### src/hw/rtl/edne_pkg.sv
// Shared types and widths for the exponential delta nibble encoder.
// No dependencies; imported by the encoder and by its checker.
`default_nettype none

package edne_pkg;

   localparam int SAMPLE_W = 8;
   localparam int CODE_W   = 4;

   typedef logic signed [SAMPLE_W-1:0] sample_type;
   typedef logic [CODE_W-1:0]          code_type;
   typedef logic [2*CODE_W-1:0]        byte_type;

endpackage

`default_nettype wire

### src/hw/rtl/exp_delta_nibble_encoder.sv
// 4-bit exponential delta encoder: per-sample step choice, sign-guard search and packing.
// Depends on edne_pkg for the sample, code and byte types.
// A result is shown in the cycle after the edge at which its second sample leaves
// the input register.
// Throughput: one input transfer every cycle while the result register is not stalled.
// Reset: synchronous, active high; clears the predictor, held code, pair phase and table mode.
`default_nettype none

module exp_delta_nibble_encoder
   import edne_pkg::*;
(
   input  wire        clock,
   input  wire        reset,
   // Input channel.
   input  wire        req_valid,
   output logic       req_ready,
   input  sample_type req_sample,
   input  wire        req_load_seed,
   // Result channel.
   output logic       rsp_valid,
   input  wire        rsp_ready,
   output byte_type   rsp_packed_byte,
   output sample_type rsp_reconstructed,
   // Configuration: table mode.
   input  wire        csr_we,
   input  wire        csr_wdata
);

   // Step value of each code, as an 8-bit two's complement addend.
   function automatic logic [7:0] step_of(input code_type c);
      logic [7:0] s;
      case (c)
         4'd0:    s = 8'h80;
         4'd1:    s = 8'hC0;
         4'd2:    s = 8'hE0;
         4'd3:    s = 8'hF0;
         4'd4:    s = 8'hF8;
         4'd5:    s = 8'hFC;
         4'd6:    s = 8'hFE;
         4'd7:    s = 8'hFF;
         4'd8:    s = 8'h00;
         4'd9:    s = 8'h01;
         4'd10:   s = 8'h02;
         4'd11:   s = 8'h04;
         4'd12:   s = 8'h08;
         4'd13:   s = 8'h10;
         4'd14:   s = 8'h20;
         default: s = 8'h40;
      endcase
      return s;
   endfunction

   // Rounding table: the choice repeats every 256 positions, so only the
   // low byte of the difference matters.
   function automatic code_type round_code(input logic [7:0] m);
      code_type c;
      case (m) inside
         8'd0:              c = 4'd8;
         8'd1:              c = 4'd9;
         [8'd2:8'd3]:       c = 4'd10;
         [8'd4:8'd6]:       c = 4'd11;
         [8'd7:8'd12]:      c = 4'd12;
         [8'd13:8'd24]:     c = 4'd13;
         [8'd25:8'd48]:     c = 4'd14;
         [8'd49:8'd95]:     c = 4'd15;
         [8'd96:8'd160]:    c = 4'd0;
         [8'd161:8'd208]:   c = 4'd1;
         [8'd209:8'd232]:   c = 4'd2;
         [8'd233:8'd244]:   c = 4'd3;
         [8'd245:8'd250]:   c = 4'd4;
         [8'd251:8'd253]:   c = 4'd5;
         8'd254:            c = 4'd6;
         default:           c = 4'd7;
      endcase
      return c;
   endfunction

   // Truncating table, indexed by the difference offset by 256.
   function automatic code_type trunc_code(input logic [8:0] pos);
      code_type c;
      case (pos) inside
         [9'd0:9'd128]:     c = 4'd0;
         [9'd129:9'd192]:   c = 4'd1;
         [9'd193:9'd224]:   c = 4'd2;
         [9'd225:9'd240]:   c = 4'd3;
         [9'd241:9'd248]:   c = 4'd4;
         [9'd249:9'd252]:   c = 4'd5;
         [9'd253:9'd254]:   c = 4'd6;
         9'd255:            c = 4'd7;
         9'd256:            c = 4'd8;
         9'd257:            c = 4'd9;
         [9'd258:9'd259]:   c = 4'd10;
         [9'd260:9'd263]:   c = 4'd11;
         [9'd264:9'd271]:   c = 4'd12;
         [9'd272:9'd287]:   c = 4'd13;
         [9'd288:9'd319]:   c = 4'd14;
         [9'd320:9'd383]:   c = 4'd15;
         default:           c = 4'd0;
      endcase
      return c;
   endfunction

   // True when the magnitude of a signed byte is above 31.
   function automatic logic above_31(input logic [7:0] x);
      return x[7] ? (x <= 8'hE0) : (x[6:5] != 2'b00);
   endfunction

   // Absolute difference of two signed bytes.
   function automatic logic [8:0] abs_diff(input logic [7:0] a, input logic [7:0] b);
      logic [8:0] d;
      d = {a[7], a} - {b[7], b};
      return d[8] ? (9'd0 - d) : d;
   endfunction

   // Configuration and encoder state.
   logic       mode_ff;
   logic [7:0] predictor_ff, predictor_in;
   code_type   held_ff, held_in;
   logic       phase_ff, phase_in;

   // Input register: the item waiting to be coded.
   logic       s1_valid_ff, s1_valid_in;
   logic [7:0] s1_sample_ff;
   logic       s1_seed_ff;

   // Result register.
   logic       rsp_valid_ff, rsp_valid_in;
   byte_type   rsp_byte_ff;
   logic [7:0] rsp_rec_ff;

   logic       req_fire, s1_fire, s1_makes_rsp, out_free;

   // Coding path.
   logic [8:0] diff;
   code_type   table_c, final_c;
   logic [7:0] table_rec, final_rec;
   logic       sign_clash, need_search;

   // Search over all 16 codes as a four-level compare tree; the lower
   // code wins a tie at every node, which keeps the lowest index overall.
   logic [8:0] cand_err [16];
   logic [8:0] l1_err [8];
   code_type   l1_idx [8];
   logic [8:0] l2_err [4];
   code_type   l2_idx [4];
   logic [8:0] l3_err [2];
   code_type   l3_idx [2];
   code_type   best_c;

   always_comb begin
      diff      = {s1_sample_ff[7], s1_sample_ff} - {predictor_ff[7], predictor_ff};
      table_c   = mode_ff ? trunc_code({~diff[8], diff[7:0]}) : round_code(diff[7:0]);
      table_rec = predictor_ff + step_of(table_c);

      // The guard fires when the sign (negative, zero, positive) of the
      // reconstruction differs from the sample's and either is large.
      sign_clash  = (table_rec[7] != s1_sample_ff[7]) ||
                    ((table_rec == 8'd0) != (s1_sample_ff == 8'd0));
      need_search = sign_clash && (above_31(s1_sample_ff) || above_31(table_rec));

      for (int t = 0; t < 16; t++) begin
         cand_err[t] = abs_diff(predictor_ff + step_of(code_type'(t)), s1_sample_ff);
      end
      for (int i = 0; i < 8; i++) begin
         if (cand_err[2*i+1] < cand_err[2*i]) begin
            l1_err[i] = cand_err[2*i+1];
            l1_idx[i] = code_type'(2*i+1);
         end else begin
            l1_err[i] = cand_err[2*i];
            l1_idx[i] = code_type'(2*i);
         end
      end
      for (int i = 0; i < 4; i++) begin
         if (l1_err[2*i+1] < l1_err[2*i]) begin
            l2_err[i] = l1_err[2*i+1];
            l2_idx[i] = l1_idx[2*i+1];
         end else begin
            l2_err[i] = l1_err[2*i];
            l2_idx[i] = l1_idx[2*i];
         end
      end
      for (int i = 0; i < 2; i++) begin
         if (l2_err[2*i+1] < l2_err[2*i]) begin
            l3_err[i] = l2_err[2*i+1];
            l3_idx[i] = l2_idx[2*i+1];
         end else begin
            l3_err[i] = l2_err[2*i];
            l3_idx[i] = l2_idx[2*i];
         end
      end
      best_c = (l3_err[1] < l3_err[0]) ? l3_idx[1] : l3_idx[0];

      final_c   = need_search ? best_c : table_c;
      final_rec = predictor_ff + step_of(final_c);
   end

   // Handshake and next-state logic.
   always_comb begin
      out_free     = !rsp_valid_ff || rsp_ready;
      s1_makes_rsp = !s1_seed_ff && phase_ff;
      s1_fire      = s1_valid_ff && (!s1_makes_rsp || out_free);
      req_ready    = !s1_valid_ff || s1_fire;
      req_fire     = req_valid && req_ready;
      s1_valid_in  = req_fire || (s1_valid_ff && !s1_fire);

      predictor_in = predictor_ff;
      held_in      = held_ff;
      phase_in     = phase_ff;
      if (s1_fire) begin
         if (s1_seed_ff) begin
            // A seed drops any half-built pair and leaves the held code alone.
            predictor_in = s1_sample_ff;
            phase_in     = 1'b0;
         end else begin
            predictor_in = final_rec;
            phase_in     = !phase_ff;
            if (!phase_ff) begin
               held_in = final_c;
            end
         end
      end

      rsp_valid_in = (s1_fire && s1_makes_rsp) || (rsp_valid_ff && !rsp_ready);
   end

   always_ff @(posedge clock) begin
      if (reset) begin
         mode_ff      <= 1'b0;
         predictor_ff <= 8'd0;
         held_ff      <= '0;
         phase_ff     <= 1'b0;
         s1_valid_ff  <= 1'b0;
         rsp_valid_ff <= 1'b0;
      end else begin
         if (csr_we) begin
            mode_ff <= csr_wdata;
         end
         predictor_ff <= predictor_in;
         held_ff      <= held_in;
         phase_ff     <= phase_in;
         s1_valid_ff  <= s1_valid_in;
         rsp_valid_ff <= rsp_valid_in;
      end
   end

   // Payload registers carry no reset.
   always_ff @(posedge clock) begin
      if (req_fire) begin
         s1_sample_ff <= req_sample;
         s1_seed_ff   <= req_load_seed;
      end
      if (s1_fire && s1_makes_rsp) begin
         rsp_byte_ff <= {held_ff, final_c};
         rsp_rec_ff  <= final_rec;
      end
   end

   assign rsp_valid         = rsp_valid_ff;
   assign rsp_packed_byte   = rsp_byte_ff;
   assign rsp_reconstructed = sample_type'(rsp_rec_ff);

endmodule

`default_nettype wire

### config.mk
export PLATFORM = sky130hd
export DESIGN_NAME = exp_delta_nibble_encoder
export DESIGN_NICKNAME = d
export VERILOG_FILES = /design/src/hw/rtl/edne_pkg.sv /design/src/hw/rtl/exp_delta_nibble_encoder.sv
export SDC_FILE = /design/constraint.sdc
export NUM_CORES = 1
export LEC_CHECK = 0
export BUFFER_PORTS_ARGS = -buffer_cell sky130_fd_sc_hd__buf_4
export CORE_MARGIN = 2
export CORE_UTILIZATION = 57
export DETAILED_ROUTE_END_ITERATION = 8
export GPL_TIMING_DRIVEN = 1
export PLACE_DENSITY = 0.71
export RECOVER_POWER = 25
export SETUP_SLACK_MARGIN = 0.5
export SYNTH_ARGS = -nofsm -noshare
export SYNTH_HDL_FRONTEND = slang
export SYNTH_SLANG_ARGS = --single-unit
### constraint.sdc
create_clock -name clock -period 17.25 [get_ports clock]
set_input_delay 2.5875 -clock clock [delete_from_list [all_inputs] [get_ports clock]]
set_output_delay 2.5875 -clock clock [all_outputs]
set_load 0.02 [all_outputs]
* After elaboration in Yosys (flattened, before gate mapping)
Memories as Yosys holds them, arrays and structs flattened.
Index checks and enable logic that the tools add are counted.
** Word-level totals
- Register bits after elaboration :: 41
- Bits in read-only memories :: 256
- Input bits :: 15
- Output and inout bits :: 18
- Memories kept :: 2
** Memory list
- (name not given) :: depth 16, width 8, read ports 1, clocked after Yosys merged registers in 0, write ports 0, line exp_delta_nibble_encoder.sv:32 : case (c)
- (name not given) :: depth 16, width 8, read ports 1, clocked after Yosys merged registers in 0, write ports 0, line exp_delta_nibble_encoder.sv:32
** Operators by class
- Add/sub/neg operators :: 50
- $lt $le $gt $ge :: 67
- Equality and inequality tests :: 7
- Mux-type cells :: 82
- Bitwise operators :: 3
- Reductions and logical operators :: 52
** Operator list (number)
- $mux W9 :: 30
- $sub A8 B8 Y9 :: 17
- $sub A1 B9 Y9 const A :: 16
- $lt A9 B9 Y1 :: 15
- $mux W4 :: 33
- $add A8 B8 Y8 const B :: 8
- $le A8 B8 Y1 const B :: 8
- $le A9 B8 Y1 const B :: 7
- $ge A9 B8 Y1 const B :: 6
- $ge A9 B9 Y1 const B :: 6
- $le A9 B9 Y1 const B :: 6
- $ge A8 B8 Y1 const B :: 5
- $logic_and A1 B1 Y1 :: 32
- $logic_not A8 Y1 :: 3
- $eq A9 B9 Y1 const B :: 2
- $add A8 B8 Y8 :: 2
- $ge A8 B3 Y1 const B :: 2
- $mux W1 :: 12
- $mux W3 :: 4
- $eq A9 B8 Y1 const B :: 1
- $ge A9 B1 Y1 const B :: 1
- $add A8 B1 Y8 const B :: 1
- $add A8 B2 Y8 const B :: 1
- $add A8 B3 Y8 const B :: 1
- 25 further kinds :: 42

* Depth between registers and ports, before layout
An unclocked memory read counts as a cell.
- Depth in word-level cells :: 31
- Depth in mapped cells :: 59
- Gate-level depth less buffers :: 58

* Least setup slack after synthesis
Ideal clock, no wire load.
- Kind :: register to register
- Start point :: register predictor_ff[2]
- End point :: register predictor_ff[7]
- Library setup time :: 86 ps
- Arrival :: 11974 ps
- Slack :: 5190 ps
- Stages on the path, launching flop included :: 58
- Path buffers :: 5
- Period minus slack after synthesis :: 12060 ps
- Cells stage by stage :: dfxtp_1 clkbuf_1 inv_1 ha_1 buf_6 inv_1 a21oi_1 o21bai_1 a21oi_1 xnor2_1 clkbuf_1 nand3_1 nand2_1 xor2_1 inv_1 ha_1 a2111oi_0 nand2_1 (+22 left out) o21ai_0 a221o_1 a211oi_1 mux2i_1 mux2i_2 inv_1 nor2_1 ha_1 a21o_1 a21oi_1 o21bai_1 a21oi_1 o21bai_1 a21oi_1 xnor2_1 xnor2_2 mux2i_1 a211oi_1
** Between the ends
- Cells in the longest elaborated chain, start to end :: 31
- Elaborated cells on any way between the ends :: 237
- Classes of those cells :: add/sub: 50; order compare: 66; eq/ne: 7; mux: 80; bitwise: 1; reduce/logical: 31; memory: 2
** RTL lines
- start, declared :: line exp_delta_nibble_encoder.sv:117 : logic [7:0] predictor_ff, predictor_in;
- start signal, assigned :: line exp_delta_nibble_encoder.sv:238 : predictor_ff <= predictor_in;
- $sub A8 B8 Y9 :: line exp_delta_nibble_encoder.sv:151 : diff = {s1_sample_ff[7], s1_sample_ff} - {predictor_ff[7], predictor_ff};
- $not A1 Y1 :: line exp_delta_nibble_encoder.sv:152 : table_c = mode_ff ? trunc_code({~diff[8], diff[7:0]}) : round_code(diff[7:0]);
- $ge A9 B9 Y1 (not written as such) or $le A9 B9 Y1 (tied branches) :: line exp_delta_nibble_encoder.sv:152
- $logic_and A1 B1 Y1 (not written as such) :: line exp_delta_nibble_encoder.sv:152
- $mux W4 (16 in a row) :: line exp_delta_nibble_encoder.sv:81 : case (pos) inside
- $mux W4 :: line exp_delta_nibble_encoder.sv:152
- $mem_v2 Z16 W8
- $add A8 B8 Y8 :: line exp_delta_nibble_encoder.sv:153 : table_rec = predictor_ff + step_of(table_c);
- (+2 left out)
- $logic_or A1 B1 Y1 (on tied branches) :: line exp_delta_nibble_encoder.sv:159, exp_delta_nibble_encoder.sv:157
- $logic_and A1 B1 Y1 :: line exp_delta_nibble_encoder.sv:159 : need_search = sign_clash && (above_31(s1_sample_ff) || above_31(table_rec));
- $mux W4 * :: line exp_delta_nibble_encoder.sv:193 : final_c = need_search ? best_c : table_c;
- named net final_c[1] :: line exp_delta_nibble_encoder.sv:135 : code_type table_c, final_c;
- $mem_v2 Z16 W8 *
- $add A8 B8 Y8 * :: line exp_delta_nibble_encoder.sv:194 : final_rec = predictor_ff + step_of(final_c);
- named net final_rec[7] :: line exp_delta_nibble_encoder.sv:136 : logic [7:0] table_rec, final_rec;
- $mux W8 * :: line exp_delta_nibble_encoder.sv:210 : if (s1_seed_ff) begin
Mark *: on every way through the listed nets, which the timed path passes. The rest lies on a longest branch.
A chain may end at the register's enable or synchronous reset.

* Worst setup path after layout
- Start point :: register predictor_ff[1]
- End point :: register predictor_ff[7]
Same word-level chain as after synthesis.

==> impl_metrics.toml <==
[run_status]
outcome = "complete, no violations"

[sta]
tightestPinTransition_ns = 1.27
post-route-min-period_ns = 15.08
final_setup_tns_ns = 0
grt_setup_unrepaired = "false"
timing.final.setup_violations = 0
period_share_pct = 87.4
hold_viol = 0
final.hold.worst_slack_ns = 0.436
slew_headroom_pct = 15.0
fmaxAchievable_mhz = 66.3
timing.clock.skew_ns = 0.00664
slew_viol_final = 0

[routing]
dr_wl_met3_um = 2320
detail_route.wl_per_cell_um = 18.8
drc = 0
routedLengthMet1_um = 17700
drt_first_pass_iters = 5
vias = 12900
detailedRoute.firstIterationViolations = 925
highest_layer = "met4"
routed-wl-met2_um = 17600
drtAntennaViolNets = 0
vias_per_cell = 6.11
routed_wirelength_um = 39700

[yosys]
synth_compound_area_share_pct = 21.7
yosys.area.top_type = "sky130_fd_sc_hd__ha_1"
post_synth.cell_area_avg_um2 = 7.68
ys_dominant_reg_cell = "sky130_fd_sc_hd__edfxtp_1"
synth.ff_latch_count = 41
yosysUniqueCellTypes = 101
commonest_cells_post_synth = "235 x sky130_fd_sc_hd__ha_1, 184 x sky130_fd_sc_hd__nor2_1, 176 x sky130_fd_sc_hd__inv_1, 146 x sky130_fd_sc_hd__xnor2_1, 113 x sky130_fd_sc_hd__mux2i_1"
synth_top_family_by_area = "adder cells"
synth_mux_area_share_pct = 9.77
yosys.area_share.simple_pct = 17.2
number_of_enable_type_register_cells_in_the_synthesized_netlist = 25
yosys-top-cells-area = "sky130_fd_sc_hd__ha_1 22%, sky130_fd_sc_hd__xnor2_1 9.4%, sky130_fd_sc_hd__mux2i_1 8.3%"
async_set_or_reset_flop_fraction_in_the_synthesized_netlist_pct = 0
yosys.area.top_type_share_pct = 21.5
postSynthNetCount = 2035
netlist_instances = 1777
ys_seq_area_share_pct = 7.85
post_synth_fa_ha_maj_area_fraction_pct = 22.7
synth_area_um2 = 13600
synth_most_common_cell = "sky130_fd_sc_hd__ha_1"
synthXorXnorAreaFrac_pct = 14.1
warnings_synthesis = 0

[floorplanning]
design.die.area_um2 = 25200
num_ports = 33
initial_core_util_pct = 58.2
die_height_um = 159
floorplan.core_area_um2 = 23500
dieWidth_um = 159
placementRows = 56

[finish]
sequential_cell_area_um2 = 1070
antenna_cells_inserted = 0
filler_cell_count = 2162
layout-drive-gt1-share_pct = 6.66
area_of_the_multi_input_gates_um2 = 11700
finish.net_count = 2043
areaGrowthSynthToFinish_pct = 5.05

[setup_path]
cp_top_delay_family = "compound AO/OA/AOI/OAI gates"
timing.critical_path.buf_inv = 4
crit_path_start_kind = "flop"
max_stage_delay_ns = 1.11
critPathKind = "reg2reg"
critical-path-slowest-cell = "sky130_fd_sc_hd__fa_1"
worst_setup_path_end_kind = "flop"
timing.critical_path.arrival_ns = 15.27
data_required_time_at_the_worst_endpoint_ns = 17.44
worstPathMaxFanout = 17
cp_common_cell = "sky130_fd_sc_hd__ha_1"

[clock_tree]
cts_root_buf = "sky130_fd_sc_hd__clkbuf_16"
clk_pin_slew_ns = 0.06
cts.sinks = 41
htree_num_levels = 2
cts_resized = 0
numCtsBuffers = 5
post_cts_buffers = 0
cts_hold_buf = 0
tritoncts = "built"
clock_insertion_delay_worst_skew_ns = 0.28
clock_path_buffers = 2

[global_route]
first_global_vias = 12200
antenna_found_initial = 0
groute.usage.overall_pct = 30.6
globalRoute.totalOverflow = 0
grt_max_degree = 20
grt_first_pass_wirelength_um = 62900

[worst_hold_path]
hold_path_class = "reg2reg"

[placement]
dp.final_hpwl_um = 33000
portBuffers = 32
gp_congestion = 0.994

[run]
max_cap_viol_count = 0
through the flow:
step / std cells / setup slack [ns] / area (µm²) / utilization, %
6_report: 2105 / 2.17 / 14300 / 61.1
3_3_place_gp: 2097 / 2.95 / 14200 / 60.5
4_1_cts: 2105 / 2.33 / 14400 / 61.2
2_1_floorplan: 1777 / 5.19 / 13600 / -
5_1_grt: 2105 / 1.04 / 14300 / 61.1
3_5_place_dp: 2097 / 2.40 / 14200 / 60.5
layer usage:
metal | vias up | GRT usage [%]
li1 | 6338 | -
met1 | 5965 | 39.6
met2 | 447 | 50.9
met3 | 111 | 2.93
met4 | 0 | 14.7
met5 | - | 0
sequential cells by signal, indices dropped and copies added (netlist names):
| register | cells |
|---|---|
| s1_seed_ff | 1 |
| rsp_reconstructed | 8 |
| phase_ff | 1 |
| rsp_valid | 1 |
| s1_sample_ff | 8 |
| rsp_packed_byte | 8 |
| held_ff | 4 |
| mode_ff | 1 |
| s1_valid_ff | 1 |
| predictor_ff | 8 |
cell families after synthesis:
kind of cell,after synthesis
AO/OA/AOI/OAI,436
XOR/XNOR,216
adder cells (fa/ha/maj),243
buffers and inverters,230
flip-flops,41
multiplexers,129
AND/OR/NAND/NOR,482
final cells by class:
type / instances / share of cell area [%]
timing repair buffer: 53 / 2.67
sequential: 41 / 7.47
tap: 319 / 2.78
clock buffer: 6 / 0.899
clock inverter: 2 / 0.105
multi-input combinational: 1506 / 81.4
inverter: 178 / 4.66
path summary, 6_finish.rpt:
check | from | to | slack, ns | cells past startpoint
setup / recovery | predictor_ff[1] | predictor_ff[7] | 2.17 | 48
hold / removal | held_ff[3] | rsp_packed_byte[7] | 0.44 | 0
setup reg to reg | predictor_ff[1] | predictor_ff[7] | 2.17 | 48
hold reg to reg | held_ff[3] | rsp_packed_byte[7] | 0.44 | 0
layout by cell type, fill, tap and decap left out, drive strengths merged, types with 15 or more instances in the layout:
cell,instances
or2,15
o21ai,89
dfxtp,16
edfxtp,25
inv,177
xnor2,149
nor2b,33
a211oi,18
clkbuf,21
nand2b,25
a21o,27
mux2i,117
nor3,30
a21oi,100
nand3,29
o21a,39
xor2,67
nand2,89
a31oi,28
o21bai,21
nor2,186
ha,235
buf,38
Power is not shown: default switching activity piles up to over one toggle a cycle in this logic, so the estimate is an artifact.
